===== config.mk =====
export PLATFORM = sky130hd
export DESIGN_NAME = tsc_front
export DESIGN_NICKNAME = d
export VERILOG_FILES = /design/src/sv/tsc_pkg.sv /design/src/sv/tsc_front.sv
export SDC_FILE = /design/constraint.sdc
export NUM_CORES = 1
export LEC_CHECK = 0
export ABC_AREA = 1
export CORE_MARGIN = 4
export CORE_UTILIZATION = 50
export CTS_CLUSTER_DIAMETER = 100
export DETAILED_ROUTE_END_ITERATION = 8
export DONT_BUFFER_PORTS = 1
export PLACE_DENSITY = 0.73
export SETUP_SLACK_MARGIN = 0.05
export SLEW_MARGIN = 20
export SYNTH_ARGS = -nofsm -noshare
export SYNTH_HDL_FRONTEND = slang
export SYNTH_SLANG_ARGS = --single-unit
export TNS_END_PERCENT = 20

===== constraint.sdc =====
create_clock -name clock -period 4.3 [get_ports clock]
set_input_delay 0.215 -clock clock [delete_from_list [all_inputs] [get_ports clock]]
set_output_delay 0.215 -clock clock [all_outputs]
set_load 0.005 [all_outputs]

===== src/sv/tsc_pkg.sv =====
// Shared types and constants for the timestamp sync checker.
`default_nettype none

package tsc_pkg;

   // Event kind carried with each beat.
   typedef enum logic {
      FUNC_IMU = 1'b0,
      FUNC_CAM = 1'b1
   } func_type;

   // Configuration register indexes.
   localparam int CSR_IDX_W = 4;
   localparam logic [CSR_IDX_W-1:0] CSR_TOLERANCE = 4'd0;
   localparam logic [CSR_IDX_W-1:0] CSR_WINDOW    = 4'd1;

   localparam int CSR_DATA_W = 32;
   localparam int TOL_W      = 32;
   localparam int WIN_CFG_W  = 12;

   localparam logic [TOL_W-1:0]     TOL_RESET = 32'd5000000;
   localparam logic [WIN_CFG_W-1:0] WIN_RESET = 12'd2000;

   // Command queue between the front and back.
   localparam int Q_DEPTH = 2;
   localparam int Q_PTR_W = 1;
   localparam int Q_CNT_W = 2;

   // Head-of-queue status seen by the back end.
   typedef struct packed {
      logic     valid;
      func_type func;
   } q_stat_type;

endpackage : tsc_pkg

`default_nettype wire


===== src/sv/tsc_front.sv =====
// Front end: accepts event beats, tags their kind and queues them for the back end.
`default_nettype none

module tsc_front
   import tsc_pkg::*;
#(
   parameter int STAMP_BITS = 63
) (
   input  wire logic                  clock,
   input  wire logic                  reset,
   input  wire logic                  start,
   output logic                       busy,
   input  wire logic                  req_func,
   input  wire logic [STAMP_BITS-1:0] req_stamp_ns,
   input  wire logic                  q_pop,
   output q_stat_type                 q_stat,
   output logic [STAMP_BITS-1:0]      q_stamp
);

   logic [STAMP_BITS:0] entry_ff [Q_DEPTH];
   logic [Q_PTR_W-1:0]  wr_ptr_ff, wr_ptr_in;
   logic [Q_PTR_W-1:0]  rd_ptr_ff, rd_ptr_in;
   logic [Q_CNT_W-1:0]  count_ff, count_in;
   logic                push;
   logic                pop;
   logic                full;
   func_type            beat_func;

   // A beat is taken whenever the queue has a free slot.
   assign full      = (count_ff == Q_CNT_W'(Q_DEPTH));
   assign busy      = full;
   assign push      = start && !full;
   assign pop       = q_pop && (count_ff != '0);
   assign beat_func = req_func ? FUNC_CAM : FUNC_IMU;

   // Pointer and occupancy update.
   always_comb begin
      wr_ptr_in = push ? wr_ptr_ff + 1'b1 : wr_ptr_ff;
      rd_ptr_in = pop ? rd_ptr_ff + 1'b1 : rd_ptr_ff;
      count_in  = count_ff;
      if (push && !pop) begin
         count_in = count_ff + 1'b1;
      end else if (pop && !push) begin
         count_in = count_ff - 1'b1;
      end
   end

   always_ff @(posedge clock) begin
      if (reset) begin
         wr_ptr_ff <= '0;
         rd_ptr_ff <= '0;
         count_ff  <= '0;
      end else begin
         wr_ptr_ff <= wr_ptr_in;
         rd_ptr_ff <= rd_ptr_in;
         count_ff  <= count_in;
      end
   end

   // Queue storage; payload needs no reset.
   always_ff @(posedge clock) begin
      if (push) begin
         entry_ff[wr_ptr_ff] <= {beat_func, req_stamp_ns};
      end
   end

   // Show-ahead head of the queue.
   assign q_stat.valid = (count_ff != '0);
   assign q_stat.func  = entry_ff[rd_ptr_ff][STAMP_BITS] ? FUNC_CAM : FUNC_IMU;
   assign q_stamp      = entry_ff[rd_ptr_ff][STAMP_BITS-1:0];

endmodule : tsc_front

`default_nettype wire


Yosys cells after proc, flatten, opt, wreduce, memory -nomap -nowiden
Memory sizes are Yosys's and may differ from the RTL's. A register that Yosys moved wholly into a read port is not among the register bits.
Cells that the tools add are included.
{"block": "word_totals", "n_memories": 1, "word_cells": 26, "ram_bits": 128, "inputBits": 68, "output_inout_bits": 66, "reg_bits": 4}
{"block": "classes", "n_mux": 8, "addsub": 4, "eq_ne": 1, "reduce_logical": 9}
{"name": "entry_ff", "words": 2, "width": 64, "rd": 1, "rd_clocked_by_memory_dff": 1, "wr": 1, "line_no": "tsc_front.sv:20", "source": "logic [STAMP_BITS:0] entry_ff [Q_DEPTH];"}
{"operator": "two-way mux 1 bit", "count": 6}
{"operator": "logical AND 1 bit", "count": 4}
{"operator": "two-way mux 2 bit", "count": 2}
{"operator": "nonzero test 2 bit", "count": 2}
{"operator": "logical NOT 1 bit", "count": 3}
{"operator": "adder 1 bit (second input constant)", "count": 2}
{"operator": "adder 2 x 1 -> 2 bit (second input constant)", "count": 1}
{"operator": "== test 2 bit (second input constant)", "count": 1}
{"operator": "subtractor 2 x 1 -> 2 bit (second input constant)", "count": 1}

Logic depth before layout (Yosys ltp)
{"block": "depth", "word_depth": 7, "ltp_mapped": 10, "depth_no_buf": 10}

Worst setup path before layout
Ideal clock, no wire load.
{"block": "synth_timing", "kind": "register to register", "startpoint": "register count_ff[1]", "endpoint": "memory entry_ff[0][0] (netlist bit), enable pin", "required_time_ns": 3.814, "period_less_slack_ns": 3.638, "path_buffers": 0, "arrival_time_ns": 3.152, "stages_incl_launch_ff": 4, "setup_time_ns": 0.486, "setup_slack_ns": 0.662, "path_cell_list": "dfxtp_1 inv_1 o21ai_2 nor2_1"}
{"block": "synth_via", "elab_chain_len": 5}
{"item": "start, declared", "line_no": "tsc_front.sv:23", "source": "logic [Q_CNT_W-1:0] count_ff, count_in;"}
{"item": "start signal, assigned", "line_no": "tsc_front.sv:56", "source": "count_ff <= count_in;"}
{"item": "== test 2 bit", "line_no": "tsc_front.sv:30", "source": "assign full = (count_ff == Q_CNT_W'(Q_DEPTH));"}
{"item": "logical NOT 1 bit", "line_no": "tsc_front.sv:32", "source": "assign push = start && !full;"}
{"item": "logical AND 1 bit", "line_no": "tsc_front.sv:32"}
{"item": "two-way mux 1 bit", "line_no": "tsc_front.sv:62", "source": "if (push) begin"}
{"item": "two-way mux 1 bit (not written as such)", "line_no": "tsc_front.sv:63", "source": "entry_ff[wr_ptr_ff] <= {beat_func, req_stamp_ns};"}
{"item": "end, declared", "line_no": "tsc_front.sv:20"}
No other way between the ends.

==> qor.yml <==
status: "complete, no violations"
fin_crit_ps: 2530
ff2ff_setup_slack_ps: 2070
wl_per_cell_um: 18.7
grt_pass1_vias: 2576
synth.distinct_cells: 15
cp.required_ps: 4090
r2r_end: "entry_ff[1][18]$_DFFE_PP_"
core_um2: 9910
path_cells: "buf_4 -> mux2_2"
yosys-top-cells-count: "edfxtp_1, mux2_4, inv_1, nor2_1, nand2_1"
synthArstFlopShare: 0
slew_violations: 0
max_freq_mhz: 396
yosysSeqAreaShare: 0.764
cp_slowest_stage_delay_ps: 800
rsz0062_at_grt: "no"
viasPerCell: 4.99
die_w_um: 110
cts_resized: 0
start_kind: "flip-flop"
netlist_area_um2: 5160
antennaDiodeCount: 0
path_buf_inv: 1
ctsHtreeMaxLevel: 4
tritoncts: "done"
min_path_cells: 3
synthAdderAreaFrac: 0.00242
period_share: 0.588
p_leak_nw: 2.33
nFillCells: 680
drv_cap: 0
vias: 2325
numCtsBuffers: 17
netlist_instances: 236
finClkSkew_ps: 5.97
top_usage_layer: "met2"
slew_headroom: 0.336
synth_top_family_by_area: "multiplexers"
io_buffers: 0
r2r_start: "count_ff[1]$_SDFFE_PP0P_"
grt_max_degree: 38
drive_gt1_frac: 0.312
synth_compound_area_frac: 0.00557
areaGrowthSynthToFinish_pct: 25.3
syn_nets: 305
ant_nets: 0
setup_viol: 0
use_met3: 0.0711
peakVddDrop_uv: 388
synth_simple_gate_area_frac: 0.0141
cp.depth: 2
synth_flop_cell: "edfxtp_1"
dpl_cell_area_um2: 5280
crit_slowest_cell: "dfxtp_4"
path_class: "reg2out"
min_path_type: "in2reg"
min_to: "count_ff[0]$_SDFFE_PP0P_"
yosys.area.top_type: "edfxtp_1"
routabilityCongestion: 0.708
synthMuxAreaShare: 0.183
fin_area_um2: 6470
synth_area_leaders: "edfxtp_1, mux2_4, buf_12"
synth_edf_count: 128
root_buffer: "clkbuf_8"
r2r_cells: 4
synth_top_cell_area_share: 0.744
grt_pass1_wl_um: 12800
arrival_ps: 2310
first_pass_iters: 4
worst-slew-pin-transition_ps: 994
insertion_delay_ps: 500
ys_ff_latch: 133
hold_violations: 0
grt-ovfl-total: 0
endpoint_kind: "output port"
fp.dieArea_um2: 12000
die_y_um: 110
row_count: 36
cts_sinks: 133
synth_xor_area_frac: 0
drc: 0
critPathMaxFanout: 37
antenna_found_initial: 0
cp_top_family: "flip-flops"
avgSynthCellArea_um2: 21.9
fin_tns_setup_ps: 0
yosys_warnings: 0
grt_use_met2: 0.257
finalNetCount: 389
power_density_nw_per_um2: 567
grt_usage: 0.149
grt_util_met1: 0.158
clk_pin_slew_ps: 60
io_pins: 134
cts_buffer_depth: 2
yosysMostFrequentCell: "edfxtp_1"
start_util: 0.521
first_iter_violations: 69
hp-start: "q_pop"
drt_wl_total_um: 8720
hpwl_um: 5500
stage by stage:
step / instances / hold slack, ps / power (W) / worst slack [ps] / util
after floorplan: 236 / 314 / 0.00233 / 662 / -
after CTS: 466 / 9.44 / 0.00371 / 1710 / 0.653
final: 466 / 35.3 / 0.00367 / 1770 / 0.653
after global placement: 366 / 314 / 0.00237 / 2110 / 0.530
after detailed placement: 367 / 314 / 0.00241 / 2030 / 0.532
after global routing: 466 / 26.8 / 0.00385 / 1650 / 0.653
cells by family after synthesis:
kind of cell	after synthesis
compound gates	5
fa+ha+maj	1
buf+inv	15
flops	133
mux	64
simple gates	18
worst reg2reg max path, cell delays in order, from the launching register on:
cell     delay (ps)
dfxtp_1         320
inv_1           120
o21ai_2         120
nor2_4          770
buf_4           540
sequential cells by signal, summed over array words and instances, names as in the netlist, named ones only:
register and count:
rd_ptr_ff 1, entry_ff 128, wr_ptr_ff 1, count_ff 2
layout make-up:
| type | instances | area (µm²) | area share |
|---|---|---|---|
| multi-input combinational | 88 | 1070 | 0.166 |
| inverter | 8 | 30.0 | 0.00464 |
| timing repair buffer | 72 | 728 | 0.113 |
| tap | 133 | 166 | 0.0257 |
| clock buffer | 17 | 414 | 0.0640 |
| clock inverter | 15 | 109 | 0.0168 |
| sequential | 133 | 3950 | 0.610 |
timing repair:
action	in CTS	in global routing
hold buffers	67	0
endpoints found under the hold margin	133	0
buffers inserted	0	0
endpoints found under the setup margin	0	0
metal layers:
layer / routed length (µm) / vias to the layer above
met4: 93 / 0
met3: 737 / 10
met2: 4570 / 90
li1: - / 1087
met1: 3320 / 1138
met5: 0 / -
cell usage in the layout, fill, tap and decap left out, types with 2 or more instances in the layout:
cell type	count
a21oi_1	2
buf_4	4
clkbuf_16	16
clkinv_2	3
clkinv_4	3
clkinvlp_4	5
dfxtp_1	4
dlygate4sd3_1	67
edfxtp_1	128
inv_1	8
inv_6	3
mux2_2	4
mux2_4	60
nand2_1	7
nand3_1	2
nor2_1	6
nor2_4	2
o21ai_0	2
where the power goes:
part / internal (W) / switching [W] / leakage [nW]
sequential: 0.00164 / 0.000101 / 1.24
combinational: 0.000368 / 0.000321 / 0.854
clock: 0.000708 / 0.000534 / 0.244
total: 0.00272 / 0.000955 / 2.33
worst max-delay path by stage:
stage                                  start                        end
global route                       flip-flop                q_stamp[52]
global placement    count_ff[1]$_SDFFE_PP0P_  entry_ff[1][57]$_DFFE_PP_
detailed placement  count_ff[1]$_SDFFE_PP0P_  entry_ff[1][63]$_DFFE_PP_
floorplan           count_ff[1]$_SDFFE_PP0P_   entry_ff[0][0]$_DFFE_PP_
CTS                                flip-flop                q_stamp[52]
finish                             flip-flop                q_stamp[52]
No activity file was read; power rests on OpenSTA's default activity.
